[src/rtl/pdc_pkg.sv]
// shared types, letter codes and helper functions for the playfair digraph cipher
// no dependencies; imported by pdc_locate and playfair_digraph_cipher
package pdc_pkg;

    typedef logic [4:0]  letter_t;
    typedef logic [24:0] row_t;
    typedef row_t [4:0]  square_t;
    typedef logic [2:0]  coord_t;

    // position of a letter in the key square
    typedef struct packed {
        logic   found;
        coord_t row;
        coord_t col;
    } loc_t;

    localparam int      SQUARE_DIM = 5;
    localparam int      ROW_WIDTH  = 25;
    localparam int      CFG_IDX_W  = 3;

    localparam letter_t LETTER_I = 5'd8;
    localparam letter_t LETTER_J = 5'd9;
    localparam letter_t LETTER_X = 5'd23;
    localparam letter_t LETTER_Y = 5'd24;

    localparam logic OP_ENCRYPT = 1'b0;
    localparam logic OP_DECRYPT = 1'b1;

    localparam logic [CFG_IDX_W-1:0] REG_ROW_0 = 3'd0;
    localparam logic [CFG_IDX_W-1:0] REG_ROW_1 = 3'd1;
    localparam logic [CFG_IDX_W-1:0] REG_ROW_2 = 3'd2;
    localparam logic [CFG_IDX_W-1:0] REG_ROW_3 = 3'd3;
    localparam logic [CFG_IDX_W-1:0] REG_ROW_4 = 3'd4;

    // alphabet without j, row-major
    localparam row_t ROW_0_RESET = 25'd4294688;
    localparam row_t ROW_1_RESET = 25'd10755269;
    localparam row_t ROW_2_RESET = 25'd16201099;
    localparam row_t ROW_3_RESET = 25'd21613104;
    localparam row_t ROW_4_RESET = 25'd27025109;

    // one step around the square, forward or backward, modulo 5
    function automatic coord_t step5(input coord_t v, input logic op);
        coord_t r;
        if (op == OP_DECRYPT)
        begin
            r = (v == 3'd0) ? 3'd4 : v - 3'd1;
        end
        else
        begin
            r = (v == 3'd4) ? 3'd0 : v + 3'd1;
        end
        return r;
    endfunction

    function automatic letter_t cell_at(input square_t sq, input coord_t r, input coord_t c);
        letter_t v;
        v = sq[r][c*5 +: 5];
        return v;
    endfunction

endpackage

[src/rtl/pdc_locate.sv]
// finds the first row-major cell of the key square that holds a letter
// depends on pdc_pkg
module pdc_locate (
    input  pdc_pkg::square_t square,
    input  pdc_pkg::letter_t letter,
    output pdc_pkg::loc_t    loc
);
    import pdc_pkg::*;

    // scan from the last cell back so the earliest match wins
    always_comb
    begin
        loc = '0;
        for (int r = SQUARE_DIM - 1; r >= 0; r--)
        begin
            for (int c = SQUARE_DIM - 1; c >= 0; c--)
            begin
                if (square[r][c*5 +: 5] == letter)
                begin
                    loc.found = 1'b1;
                    loc.row   = 3'(r);
                    loc.col   = 3'(c);
                end
            end
        end
    end

endmodule

[src/rtl/playfair_digraph_cipher.sv]
// top level of the playfair digraph cipher: config registers, input and result stages
// depends on pdc_pkg and pdc_locate
//
// Usage:
//   Software loads the 5x5 key square through cfg_we / cfg_index / cfg_data,
//   one 25-bit row per index 0..4 (column 0 in the low five bits). Writes take
//   effect at once and should be made while no pair is in flight.
//   Input channel (in_valid / in_ready) carries one letter pair, the operation
//   (0 encrypt, 1 decrypt) and has_second. Output channel (out_valid /
//   out_ready) returns the two result letters and not_found.
//   A transferred pair is held in the input register; its result is then
//   registered in the result register, where out_valid rises.
//   Throughput: one pair per cycle while the receiver does not stall; the
//   lookup, rule selection and cell fetch are a single combinational pass
//   between the two register stages.
//   When the receiver stalls, the result is held and the input register
//   still fills, so one more pair is taken before in_ready drops.
//   Reset loads the square with the alphabet without j and empties both
//   stages.
module playfair_digraph_cipher (
    input  logic                       clk,
    input  logic                       rst_n,
    input  logic                       cfg_we,
    input  logic [2:0]                 cfg_index,
    input  logic [24:0]                cfg_data,
    input  logic                       in_valid,
    output logic                       in_ready,
    input  logic                       operation,
    input  pdc_pkg::letter_t           first_letter,
    input  pdc_pkg::letter_t           second_letter,
    input  logic                       has_second,
    output logic                       out_valid,
    input  logic                       out_ready,
    output pdc_pkg::letter_t           first_out,
    output pdc_pkg::letter_t           second_out,
    output logic                       not_found
);
    import pdc_pkg::*;

    square_t square_reg;

    logic    s1_valid_reg;
    logic    op_reg;
    letter_t a_reg;
    letter_t b_reg;
    logic    has_reg;

    logic    out_valid_reg;
    letter_t first_out_reg;
    letter_t second_out_reg;
    logic    not_found_reg;

    logic    s1_advance;
    letter_t b_fill;
    letter_t b_pair;
    letter_t a_prep;
    letter_t b_prep;
    loc_t    loc_a;
    loc_t    loc_b;
    letter_t first_next;
    letter_t second_next;
    logic    not_found_next;

    // key square rows
    always_ff @(posedge clk or negedge rst_n)
    begin
        if (!rst_n)
        begin
            square_reg[0] <= ROW_0_RESET;
            square_reg[1] <= ROW_1_RESET;
            square_reg[2] <= ROW_2_RESET;
            square_reg[3] <= ROW_3_RESET;
            square_reg[4] <= ROW_4_RESET;
        end
        else if (cfg_we)
        begin
            case (cfg_index)
                REG_ROW_0: square_reg[0] <= cfg_data;
                REG_ROW_1: square_reg[1] <= cfg_data;
                REG_ROW_2: square_reg[2] <= cfg_data;
                REG_ROW_3: square_reg[3] <= cfg_data;
                REG_ROW_4: square_reg[4] <= cfg_data;
                default:   ;
            endcase
        end
    end

    // input stage moves on when the result register is free or being drained
    assign s1_advance = !out_valid_reg || out_ready;
    assign in_ready   = !s1_valid_reg || s1_advance;

    always_ff @(posedge clk or negedge rst_n)
    begin
        if (!rst_n)
        begin
            s1_valid_reg <= 1'b0;
        end
        else if (in_ready)
        begin
            s1_valid_reg <= in_valid;
        end
    end

    always_ff @(posedge clk)
    begin
        if (in_valid && in_ready)
        begin
            op_reg  <= operation;
            a_reg   <= first_letter;
            b_reg   <= second_letter;
            has_reg <= has_second;
        end
    end

    // pair preparation: odd tail, doubled letters on raw codes, then j folds to i
    always_comb
    begin
        b_fill = has_reg ? b_reg : LETTER_X;
        if (a_reg == b_fill)
        begin
            b_pair = (a_reg == LETTER_X) ? LETTER_Y : LETTER_X;
        end
        else
        begin
            b_pair = b_fill;
        end
        a_prep = (a_reg == LETTER_J) ? LETTER_I : a_reg;
        b_prep = (b_pair == LETTER_J) ? LETTER_I : b_pair;
    end

    pdc_locate u_locate_a (
        .square (square_reg),
        .letter (a_prep),
        .loc    (loc_a)
    );

    pdc_locate u_locate_b (
        .square (square_reg),
        .letter (b_prep),
        .loc    (loc_b)
    );

    always_comb
    begin
        not_found_next = !(loc_a.found && loc_b.found);
        if (not_found_next)
        begin
            first_next  = '0;
            second_next = '0;
        end
        else if (loc_a.row == loc_b.row)
        begin
            first_next  = cell_at(square_reg, loc_a.row, step5(loc_a.col, op_reg));
            second_next = cell_at(square_reg, loc_b.row, step5(loc_b.col, op_reg));
        end
        else if (loc_a.col == loc_b.col)
        begin
            first_next  = cell_at(square_reg, step5(loc_a.row, op_reg), loc_a.col);
            second_next = cell_at(square_reg, step5(loc_b.row, op_reg), loc_b.col);
        end
        else
        begin
            // rectangle: swap columns
            first_next  = cell_at(square_reg, loc_a.row, loc_b.col);
            second_next = cell_at(square_reg, loc_b.row, loc_a.col);
        end
    end

    always_ff @(posedge clk or negedge rst_n)
    begin
        if (!rst_n)
        begin
            out_valid_reg <= 1'b0;
        end
        else if (s1_advance)
        begin
            out_valid_reg <= s1_valid_reg;
        end
    end

    always_ff @(posedge clk)
    begin
        if (s1_advance && s1_valid_reg)
        begin
            first_out_reg  <= first_next;
            second_out_reg <= second_next;
            not_found_reg  <= not_found_next;
        end
    end

    assign out_valid  = out_valid_reg;
    assign first_out  = first_out_reg;
    assign second_out = second_out_reg;
    assign not_found  = not_found_reg;

`ifndef SYNTHESIS
    a_not_found_zero: assert property (@(posedge clk) disable iff (!rst_n)
        out_valid && not_found |-> first_out == '0 && second_out == '0)
        else $error("not_found result carries nonzero letters");

    a_ready_when_empty: assert property (@(posedge clk) disable iff (!rst_n)
        !out_valid |-> in_ready)
        else $error("input stalled while result register empty");

    a_stage_moves: assert property (@(posedge clk) disable iff (!rst_n)
        s1_valid_reg && !out_valid_reg |=> out_valid_reg)
        else $error("input stage did not move into empty result register");
`endif

endmodule
[config.mk]
export PLATFORM = sky130hd
export DESIGN_NAME = playfair_digraph_cipher
export DESIGN_NICKNAME = d
export VERILOG_FILES = /design/src/rtl/pdc_pkg.sv /design/src/rtl/pdc_locate.sv /design/src/rtl/playfair_digraph_cipher.sv
export SDC_FILE = /design/constraint.sdc
export NUM_CORES = 1
export LEC_CHECK = 0
export CORE_ASPECT_RATIO = 1.75
export CORE_MARGIN = 2
export CORE_UTILIZATION = 40
export CTS_CLUSTER_SIZE = 20
export DETAILED_ROUTE_END_ITERATION = 8
export DONT_BUFFER_PORTS = 1
export PLACE_DENSITY = 0.6
export SYNTH_ARGS = -nofsm -noshare
export SYNTH_HDL_FRONTEND = slang
export SYNTH_SLANG_ARGS = --single-unit
[constraint.sdc]
create_clock -name clk -period 8.8 [get_ports clk]
set_clock_uncertainty 0.1 [all_clocks]
set_input_delay 0 -clock clk [delete_from_list [all_inputs] [get_ports clk]]
set_output_delay 0 -clock clk [all_outputs]
set_load 0.05 [all_outputs]
==> impl_summary.log <==
[metrics] FF-to-FF path depth: 21
[metrics] number of nets in the final layout: 1938
[metrics] Skew-Pair Late Insertion Delay: 0.46 ns
[metrics] outcome: complete, but fails checks
[metrics] biggest area contributors in the synthesized netlist: sky130_fd_sc_hd__dfrtp_1, sky130_fd_sc_hd__mux2_2, sky130_fd_sc_hd__dfstp_2, sky130_fd_sc_hd__mux2i_1, sky130_fd_sc_hd__xor2_1
[metrics] worst path required time: 8.97 ns
[metrics] crit path from: a_reg[0]
[metrics] CTS sink cnt: 150
[metrics] first-pass GRT wire length: 137.8 mm
[metrics] Die Span X: 157.5 microns
[metrics] number of H-tree branching levels: 4
[metrics] capture point of the worst reg-to-reg path: second_out[0]
[metrics] count of vias placed by the detailed router: 17420
[metrics] initial antenna violation count: 9
[metrics] endpoint of the worst hold-timing path: square_reg[115]
[metrics] slew at the pin closest to its max-slew limit: 1.508 ns
[metrics] reg-to-reg slack, setup: 0.62 ns
[metrics] beginning of the worst hold path: cfg_index[0]
[metrics] number of search-and-repair iterations in the first detailed-routing pass: 6
[metrics] Final TNS setup: 0 ns
[metrics] count of different cell masters after synthesis: 102
[metrics] global-route usage over all layers: 0.4730
[metrics] Peak Freq: 122.2 MHz
[metrics] P&R area growth vs syn: 9.259%
[metrics] leakage: 0.007183 uW
[metrics] DIE HEIGHT: 272.6 microns
[metrics] Routability Congestion: 1.078
[metrics] synthesis-stage register bit count: 150
[metrics] nature of the critical path endpoint: flop
[metrics] number of hold-slack violations in the final timing report: 0
[metrics] minimum setup slack after placement: 1.138 ns
[metrics] number of top-level design ports: 58
[metrics] number of cells on the worst hold path: 4
[metrics] count of placed standard cells in the final layout, fillers left out: 2449
[metrics] share of the synthesized area in the top cell type: 0.1093
[metrics] final design utilization: 0.4425
[metrics] number of placed cells counting well taps: 2363
[metrics] Synth Instances: 1959
[metrics] sum of internal, switching and leakage power: 7085 uW
[metrics] number of global-route vias before repair: 16600
[metrics] initial core utilization: 0.4050
[metrics] cell at the root of the clock tree: sky130_fd_sc_hd__clkbuf_16
[metrics] Avg Vias per Cell: 7.111
[metrics] fraction of synthesis flops using an asynchronous set or reset pin: 0.8467
[metrics] Max rail drop VDD: 0.1791 mV
[metrics] leading cell types in the layout, fill and taps excluded: sky130_fd_sc_hd__nand2_1, sky130_fd_sc_hd__mux2_2, sky130_fd_sc_hd__xor2_1
[metrics] Setup Viol. Count Final: 0
[metrics] worst min-delay path class: in2reg
[metrics] peak fanout along the critical path: 28
[metrics] max capacitance violation total: 1
[metrics] leading register cell type out of synthesis: sky130_fd_sc_hd__dfrtp_1
[metrics] netlist area before placement: 16490 sq um
[metrics] launch point of the worst reg-to-reg path: a_reg[0]
[metrics] number of enable flip-flop cells after synthesis: 23
[metrics] maximum number of pins on one net before global-route repair: 128
[metrics] number of nets with antenna violations after detailed routing: 0
[metrics] Post-route DRC: 0
[metrics] share of cells above drive strength 1: 0.1997
[metrics] startpoint class of the critical path: flop
[metrics] Placeable Area: 40710 sq um
[metrics] share of the yosys chip area belonging to registers: 0.2388
[metrics] worst setup slack after layout: 0.6189 ns
[metrics] post-synth top area cell: sky130_fd_sc_hd__dfrtp_1
[metrics] post-synthesis average cell area: 8.415 sq um
[metrics] Synthesis Warnings: 0
[metrics] number of pins with negative max-slew slack in the final report: 3
[metrics] most common cell after layout, fill and taps aside: sky130_fd_sc_hd__nand2_1
[metrics] wire length after detailed routing: 101.8 mm
[metrics] row count: 98
[metrics] RSZ-0062 raised after global routing: false
[metrics] worst path arrival time: 8.35 ns
[metrics] DRT iter0 DRCs: 2211
[metrics] Max transition margin: -0.01976
[metrics] Synthesized Nets: 2017
[metrics] Num CTS Buffers: 17
[metrics] Die Area: 42920 sq um
[metrics] maximum clock insertion buffer count: 2
[metrics] Clk pin slew, worst setup/hold paths: 0.08 ns
[metrics] crit path time final: 8.181 ns
[metrics] wire length per cell after detailed routing: 41.56 microns
[metrics] remaining global-route overflow: 0
[metrics] Post-CTS Setup Inserts: 0
[metrics] critical path start-end classification: reg2reg
[metrics] fin crit share: 0.9297
[metrics] violations in the final reports: capacitance limit, slew limit
[metrics] HPWL Detailed: 71.27 mm
[metrics] Port Buffer Count: 0
[metrics] number of flip-flops under the largest register name: 125
[metrics] P per Cell Area: 393.4 nW/um^2
[metrics] clock tree from TritonCTS: built
## power by group
group	switching, uW	internal [uW]	leakage [uW]	total (uW)
Combinational	2900	1630	0.00522	4530
Clock	396	418	0.000303	813
Sequential	810	933	0.00166	1740
## stage by stage
step                      hold slack (ns)  cell area (sq um)
after detailed placement          -0.3939              16880
after floorplan                   -0.3956              16490
after global routing              0.03062              18000
final                             0.01118              18010
after global placement            -0.3929              16880
after CTS                        0.008648              18000
## cells in the mapped netlist, types with 7 or more instances
master	n
sky130_fd_sc_hd__or3_1	12
sky130_fd_sc_hd__dfstp_2	55
sky130_fd_sc_hd__a22oi_1	20
sky130_fd_sc_hd__a32oi_1	8
sky130_fd_sc_hd__mux2_2	140
sky130_fd_sc_hd__a31oi_1	20
sky130_fd_sc_hd__o22ai_1	15
sky130_fd_sc_hd__buf_4	9
sky130_fd_sc_hd__inv_1	28
sky130_fd_sc_hd__a211o_1	14
sky130_fd_sc_hd__nor2b_1	15
sky130_fd_sc_hd__nand2_1	191
sky130_fd_sc_hd__and4_1	7
sky130_fd_sc_hd__xnor2_1	88
sky130_fd_sc_hd__clkbuf_1	153
sky130_fd_sc_hd__and3_1	13
sky130_fd_sc_hd__or2_2	7
sky130_fd_sc_hd__a221o_1	10
sky130_fd_sc_hd__clkbuf_2	9
sky130_fd_sc_hd__and2_1	18
sky130_fd_sc_hd__a311oi_1	10
sky130_fd_sc_hd__nor4b_1	11
sky130_fd_sc_hd__buf_6	8
sky130_fd_sc_hd__mux4_2	11
sky130_fd_sc_hd__mux2i_1	133
sky130_fd_sc_hd__nor2_1	125
sky130_fd_sc_hd__nand2b_1	18
sky130_fd_sc_hd__xor2_1	135
sky130_fd_sc_hd__o31ai_1	8
sky130_fd_sc_hd__nor4_1	37
sky130_fd_sc_hd__dfrtp_1	72
sky130_fd_sc_hd__ha_1	13
sky130_fd_sc_hd__nor3_1	45
sky130_fd_sc_hd__a21oi_1	94
sky130_fd_sc_hd__a221oi_1	36
sky130_fd_sc_hd__edfxtp_1	23
sky130_fd_sc_hd__o221ai_1	7
sky130_fd_sc_hd__buf_2	32
sky130_fd_sc_hd__o211ai_1	15
sky130_fd_sc_hd__buf_1	21
sky130_fd_sc_hd__nand3_1	34
sky130_fd_sc_hd__a211oi_1	21
sky130_fd_sc_hd__o21ai_0	62
sky130_fd_sc_hd__nand4_1	18
## worst max path at each step
stage / to / slack (ns) / cells past startpoint
after global placement: second_out[2] / 1.22 / 22
final: second_out[0] / 0.62 / 21
after floorplan: second_out[2] / 2.48 / 23
after detailed placement: second_out[2] / 1.14 / 22
after CTS: second_out[2] / 1.10 / 22
after global routing: second_out[0] / 0.37 / 21
## final cells by class
class	count	area, sq um
Multi-Input combinational cell	1541	11470
Inverter	35	131.4
Clock buffer	18	439.2
Clock inverter	14	178.9
Fill cell	4057	22700
Antenna cell	6	15.01
Sequential cell	150	3938
Timing Repair Buffer	135	1151
Tap cell	550	688.2
## cells by family after synthesis
family                   after synthesis  share of synthesized area
AND/OR/NAND/NOR                      575                     0.1732
AO/OA/AOI/OAI                        439                     0.1919
multiplexers                         291                     0.1976
buffers and inverters                268                    0.07020
XOR/XNOR                             223                     0.1185
flip-flops                           150                     0.2388
adder cells (fa/ha/maj)               13                   0.009867
## metal layers
layer  vias up  track usage  part of all wire
li1       7001            -                 -
met1      8459       0.5165              0.34
met2      1363       0.7120              0.43
met3       586       0.1454              0.11
met4         6       0.4617              0.12
met5         -     0.001161           0.00037
## repair_timing
| action | CTS | global route |
|---|---|---|
| hold buffers | 48 | 0 |
| gates resized for setup | 0 | 0 |
| endpoints found under the hold margin | 278 | 0 |
## worst max-delay path, stage by stage, from the launching register on
cell and delay [ns]:
sky130_fd_sc_hd__edfxtp_1 0.68, sky130_fd_sc_hd__or3b_1 0.49, sky130_fd_sc_hd__o22ai_2 0.21, sky130_fd_sc_hd__o221ai_1 0.24, sky130_fd_sc_hd__a21boi_4 0.73, sky130_fd_sc_hd__xnor2_1 0.18
sky130_fd_sc_hd__nor4b_1 1.28, sky130_fd_sc_hd__a41oi_1 0.18, sky130_fd_sc_hd__a22oi_1 0.44, sky130_fd_sc_hd__nor4_4 0.17, sky130_fd_sc_hd__nor2_4 0.18, sky130_fd_sc_hd__buf_4 0.45
sky130_fd_sc_hd__ha_1 0.31, sky130_fd_sc_hd__inv_1 0.12, sky130_fd_sc_hd__a21oi_1 0.19, sky130_fd_sc_hd__a211oi_1 0.15, sky130_fd_sc_hd__nor3_4 0.62, sky130_fd_sc_hd__buf_4 0.26
sky130_fd_sc_hd__a2111oi_0 0.09, sky130_fd_sc_hd__a211o_1 0.32, sky130_fd_sc_hd__o311a_1 0.37, sky130_fd_sc_hd__o41ai_2 0.22
Note: power is estimated with default switching activity, not from simulation.
